[src/rtl/lpe_pkg.sv]
package lpe_pkg;

    localparam int unsigned BAND_W   = 8;
    localparam int unsigned LEVEL_W  = 17;
    localparam int unsigned HUE_W    = 16;
    localparam int unsigned COLOR_W  = 8;
    localparam int unsigned SEQ_W    = 16;
    localparam int unsigned CFG_IDX_W = 3;
    localparam int unsigned CFG_DATA_W = 17;

    // Brightness and fade rate are Q1.16, so 1.0 is 65536.
    localparam logic [LEVEL_W-1:0] ONE_Q16   = 17'd65536;
    // 0.003 in Q1.16, rounded: start level and decay floor.
    localparam logic [LEVEL_W-1:0] START_Q16 = 17'd197;
    // A full turn of hue in 1/128 degree units.
    localparam logic [LEVEL_W-1:0] FULL_TURN = 17'd46080;
    localparam logic [4:0]         LIN_DIV   = 5'd12;
    localparam logic [BAND_W-1:0]  TOP_BAND  = 8'h80;

    // Configuration register indexes.
    localparam logic [CFG_IDX_W-1:0] REG_EXP_MODE   = 3'd0;
    localparam logic [CFG_IDX_W-1:0] REG_BASE_RED   = 3'd1;
    localparam logic [CFG_IDX_W-1:0] REG_BASE_GREEN = 3'd2;
    localparam logic [CFG_IDX_W-1:0] REG_BASE_BLUE  = 3'd3;
    localparam logic [CFG_IDX_W-1:0] REG_FADE_RATE  = 3'd4;
    localparam logic [CFG_IDX_W-1:0] REG_BAND_MASK  = 3'd5;
    localparam logic [CFG_IDX_W-1:0] REG_HUE_STEP   = 3'd6;
    localparam logic [CFG_IDX_W-1:0] REG_AUDIO_MODE = 3'd7;

    typedef enum logic [1:0] {
        PH_IDLE  = 2'd0,
        PH_RISE  = 2'd1,
        PH_DECAY = 2'd2
    } t_phase;

    typedef enum logic [2:0] {
        S_IDLE,
        S_HUE,
        S_WRAP,
        S_STEP,
        S_APPLY,
        S_COLOR,
        S_OUT
    } t_state;

endpackage

[src/rtl/led_pulse_envelope_core.sv]
// o_out_valid rises after an input transfer once the item has passed the hue scan over the
// band bits, with wrap steps after each trigger, or a rise step in the bit-serial step unit,
// then the bit-serial color scaling and the output load, which waits while a result is stalled.
// One item at a time; after the result is loaded, a decaying pulse passes through the bit-serial
// step unit and the apply step before the next item is taken.
// Reset (synchronous, active low) clears the configuration, the envelope and the output valid.
module led_pulse_envelope_core #(
    parameter int NUM_BANDS = 8
) (
    input  logic                              i_clk,
    input  logic                              i_rst_n,

    input  logic                              i_cfg_valid,
    output logic                              o_cfg_ready,
    input  logic [lpe_pkg::CFG_IDX_W-1:0]     i_cfg_index,
    input  logic [lpe_pkg::CFG_DATA_W-1:0]    i_cfg_data,

    input  logic                              i_in_valid,
    output logic                              o_in_stall,
    input  logic [lpe_pkg::BAND_W-1:0]        i_band_rising,
    input  logic [lpe_pkg::SEQ_W-1:0]         i_analysis_seq,
    input  logic                              i_analysis_valid,

    output logic                              o_out_valid,
    input  logic                              i_out_stall,
    output logic [lpe_pkg::COLOR_W-1:0]       o_red,
    output logic [lpe_pkg::COLOR_W-1:0]       o_green,
    output logic [lpe_pkg::COLOR_W-1:0]       o_blue,
    output logic [lpe_pkg::LEVEL_W-1:0]       o_level,
    output logic [lpe_pkg::HUE_W-1:0]         o_hue
);

    // Bands beyond NUM_BANDS are never looked at.
    localparam logic [lpe_pkg::BAND_W-1:0] BAND_EN = ~(8'hFF >> NUM_BANDS);

    // Configuration registers.
    logic                             r_exp;
    logic [lpe_pkg::COLOR_W-1:0]      r_base_red;
    logic [lpe_pkg::COLOR_W-1:0]      r_base_green;
    logic [lpe_pkg::COLOR_W-1:0]      r_base_blue;
    logic [lpe_pkg::LEVEL_W-1:0]      r_fade;
    logic [lpe_pkg::BAND_W-1:0]       r_band_mask;
    logic [16:0]                      r_hue_step;
    logic                             r_audio;

    lpe_pkg::t_state                  r_state, n_state;
    lpe_pkg::t_phase                  r_phase, n_phase;
    logic [lpe_pkg::LEVEL_W-1:0]      r_bright, n_bright;
    logic [lpe_pkg::HUE_W-1:0]        r_hue, n_hue;
    logic [lpe_pkg::SEQ_W-1:0]        r_last_seq, n_last_seq;
    logic [lpe_pkg::BAND_W-1:0]       r_hits, n_hits;
    logic [17:0]                      r_hacc, n_hacc;
    logic [4:0]                       r_cnt, n_cnt;
    logic                             r_decay, n_decay;

    // Bit-serial step unit: multiply for proportional mode, divide by 12 for linear mode.
    logic [16:0]                      r_fsh, n_fsh;
    logic [32:0]                      r_sacc, n_sacc;
    logic [3:0]                       r_rem, n_rem;
    logic [16:0]                      r_quot, n_quot;

    // Three bit-serial color lanes sharing the brightness as multiplicand.
    logic [7:0]                       r_csh_r, n_csh_r;
    logic [7:0]                       r_csh_g, n_csh_g;
    logic [7:0]                       r_csh_b, n_csh_b;
    logic [23:0]                      r_cacc_r, n_cacc_r;
    logic [23:0]                      r_cacc_g, n_cacc_g;
    logic [23:0]                      r_cacc_b, n_cacc_b;

    logic                             r_out_valid, n_out_valid;
    logic [lpe_pkg::COLOR_W-1:0]      r_out_red, n_out_red;
    logic [lpe_pkg::COLOR_W-1:0]      r_out_green, n_out_green;
    logic [lpe_pkg::COLOR_W-1:0]      r_out_blue, n_out_blue;
    logic [lpe_pkg::LEVEL_W-1:0]      r_out_level, n_out_level;
    logic [lpe_pkg::HUE_W-1:0]        r_out_hue, n_out_hue;

    logic                             in_xfer;
    logic [lpe_pkg::LEVEL_W-1:0]      fade_clamped;
    logic [lpe_pkg::BAND_W-1:0]       audio_hits;
    logic                             fbit;
    logic [4:0]                       rem5;
    logic [16:0]                      step;
    logic [17:0]                      rise_sum;
    logic [17:0]                      decay_diff;
    logic [17:0]                      hue_sum;

    assign o_cfg_ready = 1'b1;
    assign o_in_stall  = (r_state != lpe_pkg::S_IDLE);
    assign in_xfer     = i_in_valid && !o_in_stall;

    assign fade_clamped = (r_fade > lpe_pkg::ONE_Q16) ? lpe_pkg::ONE_Q16 : r_fade;
    assign audio_hits   = r_band_mask & i_band_rising & BAND_EN;

    assign fbit       = r_fsh[16];
    assign rem5       = {r_rem, fbit};
    assign step       = r_exp ? r_sacc[32:16] : r_quot;
    assign rise_sum   = {1'b0, r_bright} + {1'b0, step};
    assign decay_diff = {1'b0, r_bright} - {1'b0, step};
    assign hue_sum    = {2'b00, r_hue} + {r_hue_step[16], r_hue_step};

    always_ff @(posedge i_clk) begin
        if (!i_rst_n) begin
            r_exp        <= 1'b0;
            r_base_red   <= '0;
            r_base_green <= '0;
            r_base_blue  <= '0;
            r_fade       <= '0;
            r_band_mask  <= '0;
            r_hue_step   <= '0;
            r_audio      <= 1'b0;
        end else if (i_cfg_valid && o_cfg_ready) begin
            unique case (i_cfg_index)
                lpe_pkg::REG_EXP_MODE:   r_exp        <= i_cfg_data[0];
                lpe_pkg::REG_BASE_RED:   r_base_red   <= i_cfg_data[7:0];
                lpe_pkg::REG_BASE_GREEN: r_base_green <= i_cfg_data[7:0];
                lpe_pkg::REG_BASE_BLUE:  r_base_blue  <= i_cfg_data[7:0];
                lpe_pkg::REG_FADE_RATE:  r_fade       <= i_cfg_data;
                lpe_pkg::REG_BAND_MASK:  r_band_mask  <= i_cfg_data[7:0];
                lpe_pkg::REG_HUE_STEP:   r_hue_step   <= i_cfg_data;
                lpe_pkg::REG_AUDIO_MODE: r_audio      <= i_cfg_data[0];
                default: ;
            endcase
        end
    end

    always_ff @(posedge i_clk) begin
        if (!i_rst_n) begin
            r_state     <= lpe_pkg::S_IDLE;
            r_phase     <= lpe_pkg::PH_IDLE;
            r_bright    <= '0;
            r_hue       <= '0;
            r_last_seq  <= '0;
            r_hits      <= '0;
            r_cnt       <= '0;
            r_decay     <= 1'b0;
            r_out_valid <= 1'b0;
        end else begin
            r_state     <= n_state;
            r_phase     <= n_phase;
            r_bright    <= n_bright;
            r_hue       <= n_hue;
            r_last_seq  <= n_last_seq;
            r_hits      <= n_hits;
            r_cnt       <= n_cnt;
            r_decay     <= n_decay;
            r_out_valid <= n_out_valid;
        end
    end

    always_ff @(posedge i_clk) begin
        r_hacc      <= n_hacc;
        r_fsh       <= n_fsh;
        r_sacc      <= n_sacc;
        r_rem       <= n_rem;
        r_quot      <= n_quot;
        r_csh_r     <= n_csh_r;
        r_csh_g     <= n_csh_g;
        r_csh_b     <= n_csh_b;
        r_cacc_r    <= n_cacc_r;
        r_cacc_g    <= n_cacc_g;
        r_cacc_b    <= n_cacc_b;
        r_out_red   <= n_out_red;
        r_out_green <= n_out_green;
        r_out_blue  <= n_out_blue;
        r_out_level <= n_out_level;
        r_out_hue   <= n_out_hue;
    end

    always_comb begin
        n_state     = r_state;
        n_phase     = r_phase;
        n_bright    = r_bright;
        n_hue       = r_hue;
        n_last_seq  = r_last_seq;
        n_hits      = r_hits;
        n_hacc      = r_hacc;
        n_cnt       = r_cnt;
        n_decay     = r_decay;
        n_fsh       = r_fsh;
        n_sacc      = r_sacc;
        n_rem       = r_rem;
        n_quot      = r_quot;
        n_csh_r     = r_csh_r;
        n_csh_g     = r_csh_g;
        n_csh_b     = r_csh_b;
        n_cacc_r    = r_cacc_r;
        n_cacc_g    = r_cacc_g;
        n_cacc_b    = r_cacc_b;
        n_out_valid = r_out_valid;
        n_out_red   = r_out_red;
        n_out_green = r_out_green;
        n_out_blue  = r_out_blue;
        n_out_level = r_out_level;
        n_out_hue   = r_out_hue;

        if (r_out_valid && !i_out_stall) begin
            n_out_valid = 1'b0;
        end

        unique case (r_state)
            lpe_pkg::S_IDLE: begin
                if (in_xfer) begin
                    n_hits  = '0;
                    n_state = lpe_pkg::S_HUE;
                    if (r_audio) begin
                        // A stale or invalid analysis triggers nothing.
                        if (i_analysis_valid && (i_analysis_seq != r_last_seq)) begin
                            n_last_seq = i_analysis_seq;
                            n_hits     = audio_hits;
                            if (audio_hits != '0) begin
                                n_phase  = lpe_pkg::PH_DECAY;
                                n_bright = lpe_pkg::ONE_Q16;
                            end
                        end
                    end else begin
                        unique case (r_phase)
                            lpe_pkg::PH_IDLE: begin
                                n_phase  = lpe_pkg::PH_RISE;
                                n_bright = lpe_pkg::START_Q16;
                                n_hits   = lpe_pkg::TOP_BAND;
                            end
                            lpe_pkg::PH_RISE: begin
                                n_fsh   = fade_clamped;
                                n_sacc  = '0;
                                n_rem   = '0;
                                n_quot  = '0;
                                n_cnt   = 5'd16;
                                n_decay = 1'b0;
                                n_state = lpe_pkg::S_STEP;
                            end
                            default: ;
                        endcase
                    end
                end
            end

            lpe_pkg::S_HUE: begin
                // Scan the trigger bits from band 0; each hit adds one hue step.
                if (r_hits == '0) begin
                    n_csh_r  = r_base_red;
                    n_csh_g  = r_base_green;
                    n_csh_b  = r_base_blue;
                    n_cacc_r = '0;
                    n_cacc_g = '0;
                    n_cacc_b = '0;
                    n_cnt    = 5'd7;
                    n_state  = lpe_pkg::S_COLOR;
                end else begin
                    n_hits = {r_hits[6:0], 1'b0};
                    if (r_hits[7]) begin
                        n_hacc  = hue_sum;
                        n_state = lpe_pkg::S_WRAP;
                    end
                end
            end

            lpe_pkg::S_WRAP: begin
                if (r_hacc[17]) begin
                    n_hacc = r_hacc + {1'b0, lpe_pkg::FULL_TURN};
                end else if (r_hacc[16:0] >= lpe_pkg::FULL_TURN) begin
                    n_hacc = r_hacc - {1'b0, lpe_pkg::FULL_TURN};
                end else begin
                    n_hue   = r_hacc[15:0];
                    n_state = lpe_pkg::S_HUE;
                end
            end

            lpe_pkg::S_STEP: begin
                n_fsh  = {r_fsh[15:0], 1'b0};
                n_sacc = {r_sacc[31:0], 1'b0} + (fbit ? {16'b0, r_bright} : 33'b0);
                if (rem5 >= lpe_pkg::LIN_DIV) begin
                    n_rem  = 4'(rem5 - lpe_pkg::LIN_DIV);
                    n_quot = {r_quot[15:0], 1'b1};
                end else begin
                    n_rem  = rem5[3:0];
                    n_quot = {r_quot[15:0], 1'b0};
                end
                if (r_cnt == '0) begin
                    n_state = lpe_pkg::S_APPLY;
                end else begin
                    n_cnt = r_cnt - 5'd1;
                end
            end

            lpe_pkg::S_APPLY: begin
                if (r_decay) begin
                    // Falling below the floor, or past zero, ends the pulse.
                    if (decay_diff[17] || (decay_diff[16:0] < lpe_pkg::START_Q16)) begin
                        n_bright = '0;
                        n_phase  = lpe_pkg::PH_IDLE;
                    end else begin
                        n_bright = decay_diff[16:0];
                    end
                    n_state = lpe_pkg::S_IDLE;
                end else begin
                    if (rise_sum >= {1'b0, lpe_pkg::ONE_Q16}) begin
                        n_bright = lpe_pkg::ONE_Q16;
                        n_phase  = lpe_pkg::PH_DECAY;
                    end else begin
                        n_bright = rise_sum[16:0];
                    end
                    n_csh_r  = r_base_red;
                    n_csh_g  = r_base_green;
                    n_csh_b  = r_base_blue;
                    n_cacc_r = '0;
                    n_cacc_g = '0;
                    n_cacc_b = '0;
                    n_cnt    = 5'd7;
                    n_state  = lpe_pkg::S_COLOR;
                end
            end

            lpe_pkg::S_COLOR: begin
                n_csh_r  = {r_csh_r[6:0], 1'b0};
                n_csh_g  = {r_csh_g[6:0], 1'b0};
                n_csh_b  = {r_csh_b[6:0], 1'b0};
                n_cacc_r = {r_cacc_r[22:0], 1'b0} + (r_csh_r[7] ? {7'b0, r_bright} : 24'b0);
                n_cacc_g = {r_cacc_g[22:0], 1'b0} + (r_csh_g[7] ? {7'b0, r_bright} : 24'b0);
                n_cacc_b = {r_cacc_b[22:0], 1'b0} + (r_csh_b[7] ? {7'b0, r_bright} : 24'b0);
                if (r_cnt == '0) begin
                    n_state = lpe_pkg::S_OUT;
                end else begin
                    n_cnt = r_cnt - 5'd1;
                end
            end

            lpe_pkg::S_OUT: begin
                if (!r_out_valid || !i_out_stall) begin
                    n_out_valid = 1'b1;
                    n_out_red   = r_cacc_r[23:16];
                    n_out_green = r_cacc_g[23:16];
                    n_out_blue  = r_cacc_b[23:16];
                    n_out_level = r_bright;
                    n_out_hue   = r_hue;
                    if (r_phase == lpe_pkg::PH_DECAY) begin
                        n_fsh   = fade_clamped;
                        n_sacc  = '0;
                        n_rem   = '0;
                        n_quot  = '0;
                        n_cnt   = 5'd16;
                        n_decay = 1'b1;
                        n_state = lpe_pkg::S_STEP;
                    end else begin
                        n_state = lpe_pkg::S_IDLE;
                    end
                end
            end

            default: n_state = lpe_pkg::S_IDLE;
        endcase
    end

    assign o_out_valid = r_out_valid;
    assign o_red       = r_out_red;
    assign o_green     = r_out_green;
    assign o_blue      = r_out_blue;
    assign o_level     = r_out_level;
    assign o_hue       = r_out_hue;

endmodule

[config.mk]
export PLATFORM = sky130hd
export DESIGN_NAME = led_pulse_envelope_core
export DESIGN_NICKNAME = d
export VERILOG_FILES = /design/src/rtl/lpe_pkg.sv /design/src/rtl/led_pulse_envelope_core.sv
export SDC_FILE = /design/constraint.sdc
export NUM_CORES = 1
export LEC_CHECK = 0
export ABC_AREA = 1
export BUFFER_PORTS_ARGS = -buffer_cell sky130_fd_sc_hd__buf_4
export CAP_MARGIN = 20
export CELL_PAD_IN_SITES_DETAIL_PLACEMENT = 0
export CELL_PAD_IN_SITES_GLOBAL_PLACEMENT = 1
export CORE_ASPECT_RATIO = 1.5
export CORE_MARGIN = 2
export CORE_UTILIZATION = 35
export DETAILED_ROUTE_END_ITERATION = 8
export HOLD_SLACK_MARGIN = 0.02
export PLACE_DENSITY_LB_ADDON = 0.1
export REMOVE_ABC_BUFFERS = 1
export SLEW_MARGIN = 10
export SYNTH_ARGS = -nofsm -noshare
export SYNTH_HDL_FRONTEND = slang
export SYNTH_SLANG_ARGS = --single-unit
[constraint.sdc]
create_clock -name i_clk -period 7 [get_ports i_clk]
set_input_delay 0.7 -clock i_clk [delete_from_list [all_inputs] [get_ports i_clk]]
set_output_delay 0.7 -clock i_clk [all_outputs]
set_load 0.03 [all_outputs]
# Word-level counts from Yosys, hierarchy flattened
# Index checks and enable logic that the tools add are counted.
[word_totals]
elab_cells = 240
out_inout_bits = 60
regBits = 379
in_bits = 50
[classes]
n_reduce_logical = 44
mux = 106
n_addsub = 11
bitwise_logic = 3
n_eq_ne = 37
order_cmp = 5
[ops]
columns = ["op", "count"]
rows = [
  ["$mux 17", 24],
  ["$pmux 24 s3", 3],
  ["$mux 33", 5],
  ["$pmux 17 s3", 2],
  ["$pmux 33 s3", 1],
  ["$mux 8", 11],
  ["$add 24x17->24", 3],
  ["$mux 18", 4],
  ["$pmux 8 s3", 3],
  ["$mux 24", 2],
  ["$mux 5", 8],
  ["$add 17x17->18", 2],
  ["$pmux 18 s2", 1],
  ["$pmux 17 s2", 1],
  ["$add 33x17->33", 1],
  ["$mux 3", 9],
  ["$ne 2x2->1 const B", 13],
  ["$pmux 5 s5", 1],
  ["$mux 4", 6],
  ["$mux 2", 11],
  ["$eq 3x3->1 const B", 7],
  ["$pmux 3 s7", 1],
  ["$add 18x16->18 const B", 1],
  ["$ge 18x17->1 const B", 1],
  ["42 further kinds", 85],
]

# Logic depth before layout (Yosys ltp)
# Gate-level depths: netlist (run 1).
[logic_depth]
ltp_word = 7
ltp_mapped = 25
mapped_depth_nobuf = 23

# Worst setup path before layout (run 1)
# OpenSTA, ideal clock, no wires.
[synth_timing]
kind = "flip-flop to flip-flop"
startpoint = "reg r_state[0]"
endpoint = "reg r_fsh[0] (enable)"
stages_incl_launch_ff = 8
period_less_slack_ps = 7312
path_buffers = 0
setup_time_ps = 628
t_required_ps = 6372
t_arrival_ps = 6684
path_slack_ps = -312
path_cell_list = "dfxtp_1 nor2_1 nand2_1 or2_2 o21ai_0 nor2_1 inv_1 a311oi_1"
[synth_between]
elab_chain_cells = 5
elab_cells_between_ends = 13
cone_classes = "eq/ne (7); reduce/logical (6)"
[synth_rtl]
columns = ["element", "line_no", "rtl"]
rows = [
  ["start: declaration", "led_pulse_envelope_core.sv:46", "lpe_pkg::t_state r_state, n_state;"],
  ["start signal: assignment", "led_pulse_envelope_core.sv:128", "r_state <= lpe_pkg::S_IDLE;"],
  ["start signal: assignment", "led_pulse_envelope_core.sv:138", "r_state <= n_state;"],
  ["$reduce_bool 3->1", "led_pulse_envelope_core.sv:88", "assign o_in_stall = (r_state != lpe_pkg::S_IDLE);"],
  ["net o_in_stall", "led_pulse_envelope_core.sv:19", "output logic o_in_stall,"],
  ["$logic_not 1->1", "led_pulse_envelope_core.sv:89", "assign in_xfer = i_in_valid && !o_in_stall;"],
  ["$logic_and 1x1->1", "led_pulse_envelope_core.sv:89", ""],
  ["$ne 2x2->1 (no line)", "-", ""],
  ["$reduce_and 6->1 (no line)", "-", ""],
  ["end signal: assignment", "led_pulse_envelope_core.sv:152", "r_fsh <= n_fsh;"],
  ["end: declaration", "led_pulse_envelope_core.sv:57", "logic [16:0] r_fsh, n_fsh;"],
]
# The timed path passes the listed nets, and every way through them passes these cells.
# A chain may end at the register's enable or synchronous reset.

# Final worst setup path (run 1)
[layout_timing]
startpoint = "reg r_fsh[16]"
endpoint = "reg r_sacc[31], data pin"
[layout_between]
elab_chain_cells = 3
[layout_rtl]
columns = ["element", "line_no", "rtl"]
rows = [
  ["$mux 17", "led_pulse_envelope_core.sv:270", "n_sacc = {r_sacc[31:0], 1'b0} + (fbit ? {16'b0, r_bright} : 33'b0);"],
  ["$add 33x17->33", "led_pulse_envelope_core.sv:270", ""],
  ["$pmux 33 s3", "led_pulse_envelope_core.sv:200", "unique case (r_state)"],
  ["end signal: assignment", "led_pulse_envelope_core.sv:153", "r_sacc <= n_sacc;"],
  ["end: declaration", "led_pulse_envelope_core.sv:58", "logic [32:0] r_sacc, n_sacc;"],
]
# No other way between the ends.

==> results of run 1 <==
cell families after synthesis:
kind of cell | synth area share
simple gates | 0.196
fa+ha+maj | 0.0794
other cells | 0.000172
xor+xnor | 0.0169
flops | 0.459
compound gates | 0.163
buf+inv | 0.0848
registers in the layout (all words and copies together) (netlist names), 16 cells and up:
name,count
r_last_seq,16
o_level,17
r_hacc,18
r_cacc_g,24
r_fade,17
r_cacc_r,24
r_cacc_b,24
r_bright,17
r_quot,17
r_hue,16
o_hue,16
r_hue_step,17
r_fsh,17
r_sacc,33
synthesized netlist by cell type, drive strengths merged (2+ instances only):
cell    instances
nand2         512
inv           397
nor2          304
o21ai         301
a21oi         281
edfxtp        242
dfxtp         137
ha            127
nand3         113
clkbuf         56
nand4          30
nor3           29
xor2           24
o21a           21
buf            20
xnor2          18
o21bai         14
a31oi          12
nor4           10
fa              7
or2             6
a221oi          5
and2            5
o211ai          5
a21boi          4
a21o            4
o22ai           4
a211oi          3
clkinv          3
nand3b          3
and3            2
o221ai          2
o31ai           2
critical path: cells and delay by family, from the launching register on:
family	cells	cell delay, ps
AND/OR/NAND/NOR	5	900
AO/OA/AOI/OAI	5	760
flip-flops	1	660
adder cells (fa/ha/maj)	2	560
buffers and inverters	3	200
where the power goes:
part           total (mW)  internal [mW]  leakage, nW  switching [mW]
clock network        2.36           1.41        0.696           0.953
registers            3.53           3.10         3.43           0.437
logic                3.24          0.958         7.03            2.28
layer usage:
| metal | GRT usage | share of wire |
|---|---|---|
| met1 | 0.225 | 0.41 |
| met2 | 0.367 | 0.52 |
| met3 | 0.0279 | 0.033 |
| met4 | 0.0701 | 0.033 |
| met5 | 0 | 0 |
area by class of cell:
| class | count | area (um2) |
|---|---|---|
| clock inverter | 20 | 295 |
| multi-input combinational | 1857 | 9980 |
| tap | 798 | 998 |
| inverter | 400 | 1500 |
| timing repair buffer | 124 | 931 |
| fill | 6475 | 37100 |
| clock buffer | 56 | 1140 |
| sequential | 379 | 10000 |
path summary, 6_finish.rpt:
path / slack (ps) / end / from
setup / recovery: 3650 / r_sacc[31] / r_fsh[16]
hold / removal: 380 / r_hue_step[8] / i_cfg_data[8]
setup reg to reg: 3650 / r_sacc[31] / r_fsh[16]
hold reg to reg: 420 / o_red[7] / r_cacc_r[23]
==> results.yml, run 1 <==
status:
  outcome: "complete, no violations"
clock_network:
  cts_max_level: 2
  cts_resized: 0
  root_buffer: "clkbuf_16"
  cts.reportedPaths.clkPinSlew_ps: 60
  clock_path_buffers: 3
  post_cts_buffers: 0
  cts_num_sinks: 379
  ctsHoldBuffers: 0
  cts_tree: "built"
  numCtsBuffers: 42
  clk_latency_ps: 580
die:
  pin_count: 110
  rows: 112
  core_region_area_um2: 61900
  start_util: 0.352
  die_x_um: 208
  die_area_um2: 64300
  fp.dieH_um: 310
timing:
  relSlewSlack: 0.310
  setup_ws_ps: 3650
  post-route-period-util: 0.478
  finalSetupViolCount: 0
  maxSlewViolCount: 0
  max_freq_mhz: 299
  rsz0062_at_grt: "no"
  hold_violations: 0
  tns_ps: 0
  fin_hold_ws_ps: 382
  timing.final.crit_period_ps: 3350
  tightest_slew_ps: 1020
  skew_ps: 21.6
worst_setup_path:
  slowest_delay_ps: 660
  crit_arrival_ps: 3670
  startpoint_type: "flop"
  worstRegToRegCells: 15
  path_class: "flop to flop"
  endpoint_kind: "flop"
  worst-path-max-fanout: 17
  cp_slowest_cell: "edfxtp_1"
  crit_path_cell_trace: "nand2_1, inv_1, ha_1, inv_1, fa_1, inv_1, nand3_1, nand2_1, a21oi_1, o21ai_1, a21oi_2, nor3_1, nand2_1, o21ai_1, a21oi_1"
  critPathRequiredTime_ps: 7320
global_route:
  grt_usage: 0.195
  antenna_found_initial: 0
  grt_max_degree: 72
  grt_pass1_wl_um: 99100
  grt_pass1_vias: 18000
  gr-total-overflow: 0
min_path:
  hold_class: "primary input to flop"
  whs_path_depth: 3
final_layout:
  final_common_cell: "nand2_1"
  nets: 2988
  drive_gt1_frac: 0.0860
  layout_common_cells: "nand2_1 (501), inv_1 (389), nor2_1 (291), o21ai_0 (278), a21oi_1 (274)"
  final_cells: 3634
  design_area_um2: 24900
  diodes: 0
  utilization: 0.401
  syn2layout_area_growth_pct: 14.1
routing:
  drtIter0Drc: 797
  drc: 0
  vias: 18000
  ant_nets: 0
  wl_per_cell_um: 17.3
  wirelength_um: 63000
  viasPerCell: 4.96
  firstDrtPassIters: 5
synthesis:
  synth_seq_cells: 379
  ys_types: 63
  yosysTopAreaCellShare: 0.334
  syn-cell-area_um2: 21800
  synth_edf_count: 242
  synth_ff_type: "edfxtp_1"
  avgSynthCellArea_um2: 8.03
  yosys-top-cells-area: "edfxtp_1 (33%), dfxtp_1 (13%), nand2_1 (8.6%)"
  synthArstFlopShare: 0
  syn_inst: 2712
  synth_top_area_cell: "edfxtp_1"
  seq_area_frac_synth: 0.459
  yosys_warnings: 0
power:
  power_density_nw_per_um2: 368
  total_power_mw: 9.14
  leakage_nw: 11.2
  ir_worst_vdd_uv: 210
placement:
  placed_cell_area_um2: 23400
  hpwlAfterDp_um: 46200
  place.gp.congestion: 0.863
  io_buffer_count: 108
  placed_cells: 3558
  dp_slack_ps: 3680
job:
  maxCapViolations: 0
No activity file was read; power rests on OpenSTA's default activity.
==> run 2, diff against run 1 <==
--- a/config.mk
+++ b/config.mk
@@ -5,7 +5,7 @@
 export SDC_FILE = /design/constraint.sdc
 export NUM_CORES = 1
 export LEC_CHECK = 0
-export ABC_AREA = 1
+export ABC_AREA = 0
 export BUFFER_PORTS_ARGS = -buffer_cell sky130_fd_sc_hd__buf_4
 export CAP_MARGIN = 20
 export CELL_PAD_IN_SITES_DETAIL_PLACEMENT = 0
==> constraint.sdc (replaced) <==
create_clock -name i_clk -period 2.8 [get_ports i_clk]
set_input_delay 0.28 -clock i_clk [delete_from_list [all_inputs] [get_ports i_clk]]
set_output_delay 0.28 -clock i_clk [all_outputs]
set_load 0.03 [all_outputs]
==> results.yml, run 2 <==
status:
  outcome: "finished with violations"
  violations: "setup timing"
timing:
  tightest_slew_ps: 786
  skew_ps: 25.7
  setup_ws_ps: -795
  tns_ps: -20460
  hold_violations: 0
  rsz0062_at_grt: "yes"
  post-route-period-util: 1.28
  finalSetupViolCount: 61
  timing.final.crit_period_ps: 3600
  maxSlewViolCount: 0
  max_freq_mhz: 278
  relSlewSlack: 0.474
placement:
  io_buffer_count: 108
  placed_cells: 3429
  hpwlAfterDp_um: 48300
  place.gp.congestion: 0.865
final_layout:
  nets: 2964
  syn2layout_area_growth_pct: 40.2
  layout_common_cells: "buf_4 (457), nand2_1 (281), edfxtp_1 (242), nor2_1 (206), a21oi_1 (139)"
  largest_register_ffs: 33
  final_common_cell: "buf_4"
  final_cells: 3605
  drive_gt1_frac: 0.319
  regMostFlops: "r_sacc"
global_route:
  grt_max_degree: 115
  grt_usage: 0.208
  grt_pass1_wl_um: 105000
  antenna_found_initial: 1
  grt_pass1_vias: 19200
  gr-total-overflow: 0
synthesis:
  synth_seq_cells: 379
  synth_ff_type: "edfxtp_1"
  synth_compound_area_frac: 0.158
  synthTopCellsByCount: "nand2_1 (290), edfxtp_1 (242), nor2_1 (214)"
  yosys_warnings: 0
  avgSynthCellArea_um2: 9.58
  syn_inst: 2269
  yosys.area_share.simple: 0.208
  yosysTopAreaCellShare: 0.334
  synth_top_area_cell: "edfxtp_1"
  synth-xor-area-share: 0.0351
  ys_types: 93
  yosys-top-cells-area: "edfxtp_1 (33%), dfxtp_1 (13%), ha_1 (7.3%)"
  syn-cell-area_um2: 21700
  post-synth-top-count-cell: "nand2_1"
  synth_adder_area_share: 0.0795
  synthArstFlopShare: 0
  muxShareOfSynthArea: 0.0284
  synth_top_family_by_area: "simple AND/OR/NAND/NOR gates"
  synth_edf_count: 242
  seq_area_frac_synth: 0.460
worst_setup_path:
  worst-path-max-fanout: 5
  r2r_end: "r_bright[2]"
  cp-startpoint: "r_exp"
  reg2reg_from: "r_exp"
  crit_arrival_ps: 4120
  r2r_slack_ps: -800
  worstRegToRegCells: 16
  crit_path_cell_trace: "buf_12, mux2i_4, buf_6, ha_4, nand2b_4, a2111oi_4, buf_4, o211ai_4, nor2b_4, buf_6, o31ai_4, a41oi_2, a41oi_2, buf_4, or4b_4, a31oi_1"
  startpoint_type: "flop"
  critPathRequiredTime_ps: 3330
  endpoint_kind: "flop"
  cp_slowest_cell: "or4b_4"
  path_class: "flop to flop"
  slowest_delay_ps: 440
clock_network:
  numCtsBuffers: 42
  clock_path_buffers: 3
  root_buffer: "clkbuf_16"
  cts_tree: "built"
  cts_num_sinks: 379
  cts_max_level: 2
  cts.reportedPaths.clkPinSlew_ps: 60
  clk_latency_ps: 600
die:
  rows: 111
  die_area_um2: 64200
  die_x_um: 207
  pin_count: 110
  start_util: 0.355
  fp.dieH_um: 309
  core_region_area_um2: 61200
routing:
  topRoutingLayerUsed: "met4"
  wirelength_um: 68600
  firstDrtPassIters: 5
  viasPerCell: 5.26
  dr_wl_met2_um: 37000
  met1_length_um: 26500
  vias: 19000
  wl_met3_um: 2250
  wl_per_cell_um: 19.0
  ant_nets: 0
  drtIter0Drc: 817
  drc: 0
job:
  maxCapViolations: 0
power:
  power_density_nw_per_um2: 782
  leakage_nw: 12.1
  ir_worst_vdd_uv: 635
min_path:
  hold_end: "r_audio"
  hold_class: "primary input to flop"
  whs_path_depth: 4
  hp-start: "i_cfg_index[1]"
## run 2: changes by cell type in the layout (fill, tap and decap cells not counted), moves of 85 or more
cell     before  now
buf_4       124  457
nor2_1      291  206
a21oi_1     274  139
nand2_1     501  281
o21ai_0     278   45
inv_1       389   69
## run 2: stage by stage
step	hold slack [ps]	area [um2]	power, mW	setup WS, ps	utilization
floorplan	400	21400	11.7	-3510	-
global placement	409	26000	16.5	-994	0.424
detailed placement	407	26000	16.6	-1060	0.425
CTS	77.7	29100	23.2	-779	0.474
global route	127	30500	25.2	-927	0.497
finish	110	30500	23.8	-795	0.498
## run 2: logic make-up (layout without fill, tap and decap cells)
group / after synthesis / after routing
mux: 60 / 60
xor+xnor: 87 / 87
flops: 379 / 379
simple gates: 930 / 930
compound gates: 509 / 509
buf+inv: 169 / 712
other cells: 1 / 3
fa+ha+maj: 134 / 134
## run 2: how the worst max path moves through the flow
stage                             end  cells past startpoint
after detailed placement  r_bright[6]                     13
final                     r_bright[2]                     16
after global placement    r_bright[3]                     16
after global routing      r_bright[2]                     16
after CTS                 r_bright[2]                     13
after floorplan           r_cacc_b[0]                      4
## run 2: layer usage
| layer | up-vias | track usage |
|---|---|---|
| met5 | - | 0 |
| met4 | 0 | 0.0900 |
| met3 | 133 | 0.0263 |
| met2 | 373 | 0.407 |
| met1 | 9171 | 0.221 |
| li1 | 9283 | - |
## run 2: power breakdown
group | switching [mW] | total, mW | internal, mW
clock | 2.51 | 5.76 | 3.24
combinational | 5.42 | 9.82 | 4.40
sequential | 0.770 | 8.27 | 7.50
total | 8.70 | 23.8 | 15.1
## run 2: layout make-up
cell class	instances	area [um2]
diodes	2	5.00
clock buffers	55	1120
clock inverters	21	272
fillers	5725	30800
inverters	80	303
multi-input cells	1721	13100
flip-flops and latches	379	10000
well taps	791	990
repair buffers	556	4640
## run 2: repair_timing
| action | CTS | global route |
|---|---|---|
| gates cloned | 3 | 1 |
| endpoints found under the hold margin | 94 | 0 |
| hold buffers | 41 | 0 |
| resized for setup | 229 | 245 |
| setup buffers | 28 | 35 |
| pin swaps | 72 | 139 |
| endpoints found under the setup margin | 78 | 104 |
## run 2: worst max-delay path: cells and delay by family, from the launching register on
kind                     cells  cell delay, ps
AO/OA/AOI/OAI                6            1310
buffers and inverters        5             750
AND/OR/NAND/NOR              3             660
flip-flops                   1             360
adder cells (fa/ha/maj)      1             260
multiplexers                 1             190
==> run 3, diff against run 2 <==
--- a/config.mk
+++ b/config.mk
@@ -6,18 +6,17 @@
 export NUM_CORES = 1
 export LEC_CHECK = 0
 export ABC_AREA = 0
-export BUFFER_PORTS_ARGS = -buffer_cell sky130_fd_sc_hd__buf_4
 export CAP_MARGIN = 20
 export CELL_PAD_IN_SITES_DETAIL_PLACEMENT = 0
 export CELL_PAD_IN_SITES_GLOBAL_PLACEMENT = 1
 export CORE_ASPECT_RATIO = 1.5
-export CORE_MARGIN = 2
 export CORE_UTILIZATION = 35
 export DETAILED_ROUTE_END_ITERATION = 8
+export DONT_BUFFER_PORTS = 1
 export HOLD_SLACK_MARGIN = 0.02
 export PLACE_DENSITY_LB_ADDON = 0.1
 export REMOVE_ABC_BUFFERS = 1
-export SLEW_MARGIN = 10
+export SLEW_MARGIN = 15
 export SYNTH_ARGS = -nofsm -noshare
 export SYNTH_HDL_FRONTEND = slang
 export SYNTH_SLANG_ARGS = --single-unit
==> results.yml, run 3 (synthesis gave the netlist of run 2 again) <==
die:
  rows: 111
  pin_count: 110
  start_util: 0.355
  die_area_um2: 63100
  core_region_area_um2: 61200
  die_x_um: 205
  fp.dieH_um: 307
worst_setup_path:
  r2r_end: "r_bright[15]"
  worst-path-max-fanout: 7
  startpoint_type: "flop"
  critPathRequiredTime_ps: 3270
  crit_arrival_ps: 4030
  r2r_slack_ps: -760
  endpoint_kind: "flop"
  path_class: "flop to flop"
  worstRegToRegCells: 14
  reg2reg_from: "r_exp"
placement:
  placed_cell_area_um2: 25300
  place.gp.congestion: 0.912
  placed_cells: 3334
  io_buffer_count: 0
  hpwlAfterDp_um: 49400
routing:
  wirelength_um: 69600
  drtIter0Drc: 646
  wl_per_cell_um: 19.8
  viasPerCell: 5.30
  firstDrtPassIters: 4
  ant_nets: 0
  vias: 18600
  drc: 0
global_route:
  grt_use_met2: 0.421
  grt_usage: 0.221
  grt_use_met1: 0.229
  grt.busiest_layer: "met2"
  grt_pass1_vias: 19600
  grt_max_degree: 110
  antenna_found_initial: 5
  grt_pass1_wl_um: 108000
  gr-total-overflow: 0
  use_met3: 0.0305
timing:
  setup_ws_ps: -763
  skew_ps: 33.7
  hold_violations: 0
  tightest_slew_ps: 734
  fin_hold_ws_ps: 87.3
  rsz0062_at_grt: "yes"
  post-route-period-util: 1.27
  finalSetupViolCount: 73
  relSlewSlack: 0.511
  tns_ps: -31440
  timing.final.crit_period_ps: 3560
  max_freq_mhz: 281
  maxSlewViolCount: 0
clock_network:
  cts_max_level: 2
  root_buffer: "clkbuf_16"
  cts_tree: "built"
  cts.reportedPaths.clkPinSlew_ps: 70
  numCtsBuffers: 41
  clock_path_buffers: 3
  cts_num_sinks: 379
  clk_latency_ps: 590
final_layout:
  final_common_cell: "buf_4"
  nFillCells: 5762
  final_cells: 3519
  layout_common_cells: "buf_4 (379), nand2_1 (287), edfxtp_1 (242), nor2_1 (208), a21oi_1 (148)"
  design_area_um2: 29200
  largest_register_ffs: 33
  regArea_um2: 10000
  nets: 2879
  regMostFlops: "r_sacc"
  multiInputGateArea_um2: 12600
  drive_gt1_frac: 0.264
  utilization: 0.477
  syn2layout_area_growth_pct: 34.5
power:
  intPower_mw: 14.9
  p_seq_frac: 0.353
  ir_worst_vdd_uv: 563
  pwr-share-clk: 0.244
  p_comb_frac: 0.404
  swShare: 0.362
  power_density_nw_per_um2: 798
  switchingPower_mw: 8.45
  leakage_nw: 11.6
min_path:
  hp-start: "i_band_rising[7]"
  hold_class: "primary input to flop"
  whs_path_depth: 4
  hold_end: "r_hits[7]"
status:
  violations: "setup timing"
  outcome: "finished with violations"
job:
  maxCapViolations: 0
[run 3: changes by cell type in the layout (fill, tap and decap cells not counted), sizes merged]
cell,delta
buf,-93
clkinv,-1
diode,-1
clkbuf,-2
inv,-1
dlygate4sd3,+9
clkinvlp,+3
[run 3: layer usage]
metal	vias to the layer above	share of wire
met1	8987	0.38
met5	-	0
met3	163	0.032
li1	9122	-
met2	373	0.54
met4	0	0.056
[run 3: worst max-delay path by stage]
stage	slack, ps	depth (start not counted)	endpoint	start
global route	-880	14	r_bright[15]	r_exp
finish	-760	14	r_bright[15]	r_exp
CTS	-750	12	r_bright[2]	r_exp
floorplan	-3510	4	r_cacc_b[0]	r_hits[4]
global placement	-880	15	r_bright[2]	r_exp
detailed placement	-990	14	r_bright[12]	r_exp
[run 3: worst max-delay path, stage by stage (launching register included)]
cell,delay (ps)
dfxtp_2,350
buf_8,150
buf_12,150
mux2i_2,230
ha_1,280
buf_6,130
inv_2,40
a21o_1,160
a21oi_2,70
or4_4,560
o221a_4,310
mux2i_4,210
nand2b_4,170
or3_4,370
a311oi_2,240
[run 3: layout make-up]
| type | instances | area share |
|---|---|---|
| antenna | 1 | 0.0000856 |
| clock buffer | 53 | 0.0378 |
| clock inverter | 22 | 0.00976 |
| inverter | 80 | 0.0105 |
| multi-input combinational | 1721 | 0.430 |
| sequential | 379 | 0.343 |
| tap | 791 | 0.0338 |
| timing repair buffer | 472 | 0.135 |
[run 3: through the flow]
step | setup WS [ps] | power (mW)
after global placement | -878 | 16.4
after global routing | -876 | 24.7
after detailed placement | -989 | 16.5
after CTS | -745 | 23.3
after floorplan | -3510 | 11.7
final | -763 | 23.3
[run 3: repair_timing]
item / CTS / global route
cloned: 3 / 0
pin swaps: 87 / 81
endpoints found under the hold margin: 110 / 6
gates resized for setup: 256 / 91
hold buffers: 49 / 1
setup buffers: 41 / 29
setup endpoints to repair: 80 / 87
[run 3: power by group through the flow]
| stage | clock network (mW) | logic [mW] | registers, mW |
|---|---|---|---|
| floorplan | 0 | 3.91 | 7.84 |
| global placement | 0 | 8.17 | 8.25 |
| detailed placement | 0 | 8.24 | 8.28 |
| CTS | 5.87 | 9.17 | 8.22 |
| global route | 6.06 | 10.3 | 8.36 |
| finish | 5.68 | 9.42 | 8.23 |
